<file path="src/differential_motor_pid_controller_assert.svh">
// Assertion macros for the differential motor PID controller.
`ifndef DIFFERENTIAL_MOTOR_PID_CONTROLLER_ASSERT_SVH
`define DIFFERENTIAL_MOTOR_PID_CONTROLLER_ASSERT_SVH
`ifndef SYNTHESIS
// A property that must hold at every clock edge outside reset.
`define DMPC_ASSERT(label, prop, msg) \
  label: assert property (@(posedge clk_i) disable iff (!rst_ni) (prop)) else $error(msg);
// A consequence that must hold at the clock edge after its trigger.
`define DMPC_ASSERT_NEXT(label, trig, cons, msg) \
  label: assert property (@(posedge clk_i) disable iff (!rst_ni) (trig) |=> (cons)) \
    else $error(msg);
`else
`define DMPC_ASSERT(label, prop, msg)
`define DMPC_ASSERT_NEXT(label, trig, cons, msg)
`endif
`endif

</file>
<file path="src/dmpc_pkg.sv">
// Shared types and constants of the differential motor PID controller.
package dmpc_pkg;

  // Pipeline depth, input register through result register.
  localparam int unsigned NumStages = 7;

  // Configuration port.
  localparam int unsigned CfgIdxW  = 3;
  localparam int unsigned CfgDataW = 16;

  localparam logic [CfgIdxW-1:0] CfgKp         = 3'd0;
  localparam logic [CfgIdxW-1:0] CfgKi         = 3'd1;
  localparam logic [CfgIdxW-1:0] CfgKd         = 3'd2;
  localparam logic [CfgIdxW-1:0] CfgMaxSpeed   = 3'd3;
  localparam logic [CfgIdxW-1:0] CfgWsadSpeed  = 3'd4;
  localparam logic [CfgIdxW-1:0] CfgDriveLimit = 3'd5;

  localparam logic [7:0]  KpReset         = 8'd2;
  localparam logic [7:0]  KiReset         = 8'd1;
  localparam logic [7:0]  KdReset         = 8'd5;
  localparam logic [11:0] MaxSpeedReset   = 12'd3000;
  localparam logic [11:0] WsadSpeedReset  = 12'd2000;
  localparam logic [15:0] DriveLimitReset = 16'd65535;

  // Command frame kinds and key characters.
  localparam logic [7:0] FrameEnable = 8'h21;
  localparam logic [7:0] FrameProp   = 8'h3F;
  localparam logic [7:0] FrameKey    = 8'h40;
  localparam logic [7:0] KeyW        = 8'h77;
  localparam logic [7:0] KeyS        = 8'h73;
  localparam logic [7:0] KeyA        = 8'h61;
  localparam logic [7:0] KeyD        = 8'h64;

  // Proportional byte handling: clamp, midpoint and full-scale step count.
  localparam logic [7:0] PropClamp = 8'd200;
  localparam logic [7:0] PropMid   = 8'd100;
  localparam logic [6:0] FullScale = 7'd100;

  // floor(x / 100) for x below 2**19 as (x * ScaleRecip) >> ScaleShift.
  localparam logic [19:0] ScaleRecip = 20'd671089;
  localparam int unsigned ScaleShift = 26;

  // floor(x / 125) for x below 2**36 as (x * IntRecip) >> IntShift, split in halves.
  localparam logic [36:0] IntRecip    = 37'd70368744178;
  localparam int unsigned IntRecipLoW = 19;
  localparam int unsigned IntXLoW     = 18;
  localparam logic [18:0] IntRecipLo  = IntRecip[18:0];
  localparam logic [17:0] IntRecipHi  = IntRecip[36:19];
  localparam int unsigned IntShift    = 43;

  typedef enum logic [1:0] {
    CMD_NONE,
    CMD_ENABLE,
    CMD_TARGET,
    CMD_STOP
  } dmpc_cmd_e;

  // Stage strobes that the top level hands to each motor lane.
  typedef struct packed {
    logic upd_state;
    logic ld_prod;
    logic ld_part;
    logic ld_integ;
    logic upd_drive;
  } dmpc_lane_ctl_t;

  // Per-beat status carried down the pipeline next to the lanes.
  typedef struct packed {
    logic is_tick;
    logic fwd_l;
    logic fwd_r;
    logic en;
    logic kick;
  } dmpc_status_t;

endpackage

</file>
<file path="src/dmpc_pid_lane.sv">
// PID datapath of one motor: error state, gain products, integral divide and saturation.
module dmpc_pid_lane (
  input  logic                    clk_i,
  input  logic                    rst_ni,
  input  dmpc_pkg::dmpc_lane_ctl_t ctl_i,
  input  logic [7:0]              kp_i,
  input  logic [7:0]              ki_i,
  input  logic [7:0]              kd_i,
  input  logic [15:0]             limit_i,
  input  logic signed [12:0]      target_i,
  input  logic signed [15:0]      measured_i,
  output logic signed [16:0]      drive_o
);
  import dmpc_pkg::*;

  logic signed [31:0] err_sum_q;
  logic signed [16:0] last_err_q;
  logic signed [16:0] drive_q;

  logic signed [16:0] err_d;
  logic signed [17:0] derr_d;
  logic signed [32:0] sum_wide;
  logic signed [31:0] sum_d;

  logic signed [16:0] err_q;
  logic signed [17:0] derr_q;
  logic signed [31:0] sum_q;

  logic [31:0]        sum_mag;
  logic signed [25:0] pe_d;
  logic signed [26:0] pd_d;
  logic [39:0]        pi_d;

  logic signed [25:0] pe3_q;
  logic signed [26:0] pd3_q;
  logic [39:0]        pi3_q;
  logic               sneg3_q;

  logic [35:0] x_div;
  logic [17:0] x_lo;
  logic [17:0] x_hi;

  logic [36:0]        pll_q;
  logic [35:0]        plh_q;
  logic [36:0]        phl_q;
  logic [35:0]        phh_q;
  logic signed [25:0] pe4_q;
  logic signed [26:0] pd4_q;
  logic               sneg4_q;

  logic [73:0]        quo_wide;
  logic [29:0]        quo;
  logic signed [30:0] integ_d;

  logic signed [30:0] integ5_q;
  logic signed [25:0] pe5_q;
  logic signed [26:0] pd5_q;

  logic signed [31:0] drive_sum;
  logic signed [31:0] lim_pos;
  logic signed [31:0] lim_neg;
  logic signed [16:0] drive_d;

  // Error, saturated error sum and error difference for the next tick.
  always_comb begin
    err_d    = $signed({{4{target_i[12]}}, target_i}) - $signed({measured_i[15], measured_i});
    sum_wide = $signed({err_sum_q[31], err_sum_q}) + $signed({{16{err_d[16]}}, err_d});
    if (sum_wide[32] != sum_wide[31]) begin
      sum_d = sum_wide[32] ? 32'sh8000_0000 : 32'sh7FFF_FFFF;
    end else begin
      sum_d = sum_wide[31:0];
    end
    derr_d = $signed({err_d[16], err_d}) - $signed({last_err_q[16], last_err_q});
  end

  // Gain products; the integral term works on the magnitude of the sum.
  always_comb begin
    sum_mag = sum_q[31] ? (~sum_q + 32'd1) : sum_q;
    pe_d    = $signed({1'b0, kp_i}) * err_q;
    pd_d    = $signed({1'b0, kd_i}) * derr_q;
    pi_d    = 40'(ki_i) * 40'(sum_mag);
  end

  // Dividing by 1000 is a shift by three and a reciprocal multiply for 125.
  assign x_div = pi3_q[38:3];
  assign x_lo  = x_div[IntXLoW-1:0];
  assign x_hi  = x_div[35:IntXLoW];

  always_comb begin
    quo_wide = 74'(pll_q)
             + (74'(plh_q) << IntRecipLoW)
             + (74'(phl_q) << IntXLoW)
             + (74'(phh_q) << (IntRecipLoW + IntXLoW));
    quo      = quo_wide[IntShift+29:IntShift];
    integ_d  = sneg4_q ? (31'sd0 - $signed({1'b0, quo})) : $signed({1'b0, quo});
  end

  always_comb begin
    drive_sum = $signed({{6{pe5_q[25]}}, pe5_q})
              + $signed({{5{pd5_q[26]}}, pd5_q})
              + $signed({integ5_q[30], integ5_q});
    lim_pos   = $signed({16'd0, limit_i});
    lim_neg   = 32'sd0 - lim_pos;
    if (drive_sum > lim_pos) begin
      drive_d = lim_pos[16:0];
    end else if (drive_sum < lim_neg) begin
      drive_d = lim_neg[16:0];
    end else begin
      drive_d = drive_sum[16:0];
    end
  end

  always_ff @(posedge clk_i or negedge rst_ni) begin
    if (!rst_ni) begin
      err_sum_q  <= '0;
      last_err_q <= '0;
      drive_q    <= '0;
    end else begin
      if (ctl_i.upd_state) begin
        err_sum_q  <= sum_d;
        last_err_q <= err_d;
      end
      if (ctl_i.upd_drive) begin
        drive_q <= drive_d;
      end
    end
  end

  always_ff @(posedge clk_i) begin
    if (ctl_i.upd_state) begin
      err_q  <= err_d;
      derr_q <= derr_d;
      sum_q  <= sum_d;
    end
    if (ctl_i.ld_prod) begin
      pe3_q   <= pe_d;
      pd3_q   <= pd_d;
      pi3_q   <= pi_d;
      sneg3_q <= sum_q[31];
    end
    if (ctl_i.ld_part) begin
      pll_q   <= 37'(x_lo) * 37'(IntRecipLo);
      plh_q   <= 36'(x_lo) * 36'(IntRecipHi);
      phl_q   <= 37'(x_hi) * 37'(IntRecipLo);
      phh_q   <= 36'(x_hi) * 36'(IntRecipHi);
      pe4_q   <= pe3_q;
      pd4_q   <= pd3_q;
      sneg4_q <= sneg3_q;
    end
    if (ctl_i.ld_integ) begin
      integ5_q <= integ_d;
      pe5_q    <= pe4_q;
      pd5_q    <= pd4_q;
    end
  end

  assign drive_o = drive_q;

endmodule

</file>
<file path="config.mk">
export PLATFORM = sky130hd
export DESIGN_NAME = dmpc_pid_lane
export DESIGN_NICKNAME = d
export VERILOG_FILES = /design/src/differential_motor_pid_controller_assert.svh /design/src/dmpc_pkg.sv /design/src/dmpc_pid_lane.sv
export SDC_FILE = /design/constraint.sdc
export NUM_CORES = 2
export LEC_CHECK = 0
export ABC_AREA = 1
export BUFFER_PORTS_ARGS = -buffer_cell sky130_fd_sc_hd__buf_2
export CAP_MARGIN = 5
export CORE_UTILIZATION = 30
export CTS_CLUSTER_SIZE = 12
export DETAILED_ROUTE_END_ITERATION = 10
export PLACE_DENSITY_LB_ADDON = 0.12
export REMOVE_ABC_BUFFERS = 1
export SLEW_MARGIN = 20
export SYNTH_ARGS = -nofsm -noshare
export SYNTH_HDL_FRONTEND = slang
export SYNTH_SLANG_ARGS = --single-unit
export TNS_END_PERCENT = 100
</file>
<file path="constraint.sdc">
create_clock -name clk_i -period 9.12 [get_ports clk_i]
set_clock_uncertainty 0.2 [all_clocks]
set_input_delay 0.912 -clock clk_i [delete_from_list [all_inputs] [get_ports clk_i]]
set_output_delay 0.912 -clock clk_i [all_outputs]
set_load 0.05 [all_outputs]
</file>
# Word-level counts from Yosys, hierarchy flattened
# Cells that the tools add are included.
word_totals:
  inputBits: 76
  word_cells: 49
  out_inout_bits: 17
  ff_bits: 508
op_classes:
  magnitude_cmp: 2
  bitwise: 1
  mux: 6
  n_eq_ne: 1
  addsub: 11
  multipliers: 7
ops:
  columns: ["cell", "count"]
  rows:
  - ["$mul A18 B18 Y36 const B", 4]
  - ["$mux W32", 3]
  - ["$add A57 B73 Y73", 1]
  - ["$add A56 B55 Y57", 1]
  - ["$add A37 B55 Y56", 1]
  - ["$mul A8 B32 Y39", 1]
  - ["$mux W17", 2]
  - ["$add A32 B17 Y33", 1]
  - ["$add A28 B31 Y32", 1]
  - ["$add A32 B1 Y32 const B", 1]
  - ["$gt A32 B17 Y1", 1]
  - ["$lt A32 B17 Y1", 1]
  - ["$not A32 Y32", 1]
  - ["$sub A1 B30 Y31 const A", 1]
  - ["$mux W30", 1]
  - ["$add A26 B27 Y28", 1]
  - ["$mul A9 B18 Y27", 1]
  - ["$mul A9 B17 Y26", 1]
  - ["$sub A17 B17 Y18", 1]
  - ["$sub A1 B16 Y17 const A", 1]
  - ["$sub A13 B16 Y17", 1]
  - ["$ne A1 B1 Y1", 1]

# Logic depth before layout (Yosys ltp)
depth:
  word_depth: 5
  ltp_mapped: 35
  mapped_depth_nobuf: 34

# Least setup slack after synthesis
# No wires, ideal clock.
synth_path:
  kind: "register to register"
  startpoint: "register sum_q[0]"
  endpoint: "register pi3_q[36] (data pin)"
  path_stages_with_launch: 29
  required_ns: 8.662
  n_path_buf: 1
  arrival_time_ns: 5.686
  setup_slack_ns: 2.976
  synth_period_minus_slack_ns: 6.144
  setup_time_ns: 0.258
  path_cell_list: "edfxtp_1 buf_6 inv_1 ha_1 inv_1 nor3_2 nand2_1 nor3_2 nand3_1 nor2_2 nand3_1 o41ai_2 xor2_1 nor2_1 fa_1 inv_1 fa_1 inv_1 fa_1 inv_1 fa_1 inv_1 ha_1 nand2_1 nor4_1 nand4_1 nand2_1 a31oi_1 xnor2_1"
synth_between:
  elab_chain_cells: 4
synth_lines:
  columns: ["element", "line", "rtl"]
  rows:
  - ["from (decl)", "dmpc_pid_lane.sv:27", "logic signed [31:0] sum_q;"]
  - ["from (signal assigned)", "dmpc_pid_lane.sv:133", "sum_q <= sum_d;"]
  - ["$not A32 Y32", "dmpc_pid_lane.sv:78", "sum_mag = sum_q[31] ? (~sum_q + 32'd1) : sum_q;"]
  - ["$add A32 B1 Y32", "dmpc_pid_lane.sv:78", null]
  - ["$mux W32 *", "dmpc_pid_lane.sv:78", null]
  - ["$mul A8 B32 Y39 *", "dmpc_pid_lane.sv:81", "pi_d = 40'(ki_i) * 40'(sum_mag);"]
  - ["named net pi_d[36]", "dmpc_pid_lane.sv:32", "logic [39:0] pi_d;"]
  - ["to (signal assigned)", "dmpc_pid_lane.sv:138", "pi3_q <= pi_d;"]
  - ["to (decl)", "dmpc_pid_lane.sv:36", "logic [39:0] pi3_q;"]
# Mark *: on every way through the listed nets, which the timed path passes. The rest lies on a longest branch.
# A chain may end at the register's enable or synchronous reset.

# Final worst setup path
layout_path:
  startpoint: "register sum_q[31]"
  endpoint: "register pi3_q[27] (data pin)"
layout_between:
  elab_chain_cells: 2
layout_lines:
  columns: ["element", "line"]
  rows:
  - ["$mux W32", "dmpc_pid_lane.sv:78"]
  - ["$mul A8 B32 Y39", "dmpc_pid_lane.sv:81"]
  - ["named net pi_d[27]", "dmpc_pid_lane.sv:32"]
# The timed path passes the listed nets, and every way through them passes these cells.

==> metrics.cfg <==
[sta]
hold_viol = 0
max_freq_mhz = 135
drv_slew = 0
finalSetupViolations = 0
tns_ps = 0
period_needed_ps = 7420
rsz0062_at_grt = false
fin_crit_sh_pct = 81.4
max_slew_margin_pct = 22.4
worst_pin_slew_ps = 1160

[clock_tree]
htreeDepth = 2
cts_setup_buffers = 0
cts_tree = built
cts.reportedPaths.clkPinSlew_ps = 60
clock_sinks = 483
clock_latency_ps = 690
root_buffer = clkbuf_16
cts_hold_buf = 1
post_cts_resized = 0
clk_path_buf_depth = 3
cts_buffers = 58

[yosys]
syn_area_per_cell_um2 = 8.58
synth_edf_count = 417
async_flop_share_pct = 13.7
yosysUniqueCellTypes = 66
synth_warnings = 0
syn_inst = 7763
ys_ff_latch = 483
ys_seq_area_share_pct = 21.3
netlist_area_um2 = 66600
ys.flop_type = edfxtp_1

[run]
cap_viol_max_count = 0

[worst_setup_path]
cp-start-kind = flip-flop
slowest_stage = edfxtp_1
path_delay_family = adder cells
path_cells = clkinv_1 -> or3_1 -> nand2_1 -> inv_1 -> nor2_1 -> fa_1 -> fa_1 -> inv_1 -> fa_1 -> inv_1 -> fa_1 -> ha_1 -> a21o_1 -> o21bai_1 -> nor2_1 -> inv_1 -> a21oi_1 -> o21bai_1 -> a21boi_1 -> o21ai_0 -> a21oi_1 -> xnor2_1
slowest_delay_ps = 920
worst-path-max-fanout = 25
worstPathArrival_ps = 7620
end_kind = flip-flop
required_ps = 9310
criticalPathCategory = flip-flop to flip-flop
path_buf_inv = 5

[global_routing]
grt_pass1_wl_um = 302000
grt_pass1_vias = 51330
grt_max_degree = 79
track_usage_pct = 17.4
antenna_found_initial = 9
grt-ovfl-total = 0

[placed_design]
gp_congestion = 0.871
dpl.cell_count = 10719
io_buffers = 92
dp_hpwl_um = 165000

[layout]
fin_cells = 10826
fill_cells = 23213
drive_gt1_share_pct = 3.98
nets = 9616
area_growth_pct = 8.81

[detailed_routing]
routed_wl_um = 193000
drc = 0
wl_per_cell_um = 17.8
detail-route-antenna-nets = 0
drtIter0Drc = 2930
vias_per_cell = 4.54
drt-pass1-iter-count = 6
num_vias = 49163

[die]
ioPinCount = 93
die_h_um = 473
dieWidth_um = 473
die_area_um2 = 224000
start_util_pct = 30.3
coreArea_um2 = 220000
rows = 172

[min_path]
hold_class = flip-flop to flip-flop

[outcome]
status = complete, no violations

-- cell type report --
cell class	instances	area, µm²	share of cell area (%)
diodes	1	2.50	0.00345
clock buffers	74	1630	2.24
clock inverters	31	378	0.521
inverters	1817	6820	9.41
multi-input cells	5343	45100	62.2
flip-flops and latches	483	14200	19.6
well taps	2958	3700	5.11
repair buffers	119	682	0.941
-- placed cells by master, fill, tap and decap left out, types with 62 or more instances in the layout --
master,Yosys,routed
inv_1,1796,1796
ha_1,899,899
fa_1,819,819
o21ai_0,195,195
nand4_1,72,72
edfxtp_1,417,417
nand3_1,203,203
a21oi_1,374,374
clkbuf_16,0,62
dfrtp_1,66,66
nor3_1,62,62
buf_2,5,87
xor2_1,202,202
nor2_1,518,518
xnor2_1,98,98
nand2_1,1591,1591
-- synth_stat cells (72+ instances only) --
library cell / count / area, µm²
nand3_1: 203 / 1020
ha_1: 899 / 11200
o21ai_0: 195 / 976
fa_1: 819 / 16400
a21oi_1: 374 / 1870
nand2_1: 1591 / 5970
nor2_1: 518 / 1940
xnor2_1: 98 / 858
xor2_1: 202 / 1770
clkbuf_1: 84 / 315
edfxtp_1: 417 / 12500
nand4_1: 72 / 450
inv_1: 1796 / 6740
-- flip-flops by register name, summed over array words and instances (netlist names) --
signal      cells
pe5_q          26
sum_q          32
err_q          17
pd4_q          27
integ5_q       31
pe4_q          26
plh_q          36
pi3_q          36
last_err_q     17
pd3_q          27
drive_o        17
sneg3_q         1
pe3_q          26
derr_q         18
sneg4_q         1
pd5_q          27
pll_q          18
err_sum_q      32
phl_q          32
phh_q          36
-- per-layer routing --
metal	global-route usage [%]	part of all wire [%]	vias to the layer above
met2	28.2	45	794
met3	1.14	3.0	143
met1	25.6	51	23902
met4	2.95	1.6	0
li1	-	-	24324
met5	0	0	-
-- through the flow --
step / util [%] / hold slack (ps) / area, µm² / worst slack (ps)
after CTS: 32.9 / 216 / 72500 / 1750
after global routing: 32.9 / 216 / 72500 / 1130
after detailed placement: 32.0 / 205 / 70400 / 1760
final: 32.9 / 213 / 72500 / 1700
after floorplan: - / 200 / 66100 / 2960
after global placement: 32.0 / 203 / 70400 / 1780
-- kinds of logic (layout without fill, tap and decap cells) --
family	count (synthesis)	count (layout)	synth area share [%]
buf+inv	1937	2041	11.0
compound gates	762	762	6.40
other cells	0	1	0
fa+ha+maj	1718	1718	41.5
simple gates	2559	2559	15.7
xor+xnor	304	304	4.06
flops	483	483	21.3
-- path summary, 6_finish.rpt --
check / startpoint / to / slack, ps / cells after the start
setup / recovery: sum_q[31] / pi3_q[27] / 1700 / 22
hold / removal: pd3_q[13] / pd4_q[13] / 210 / 0
max in group asynchronous: rst_ni / drive_o[12] / 7080 / 3
hold reg to reg: pd3_q[13] / pd4_q[13] / 210 / 0
min in group asynchronous: rst_ni / last_err_q[13] / 500 / 2
setup reg to reg: sum_q[31] / pi3_q[27] / 1700 / 22
Power is left out: the tool's default activity adds up to more than one toggle a clock period on the data nets, which glitch-free logic cannot reach.
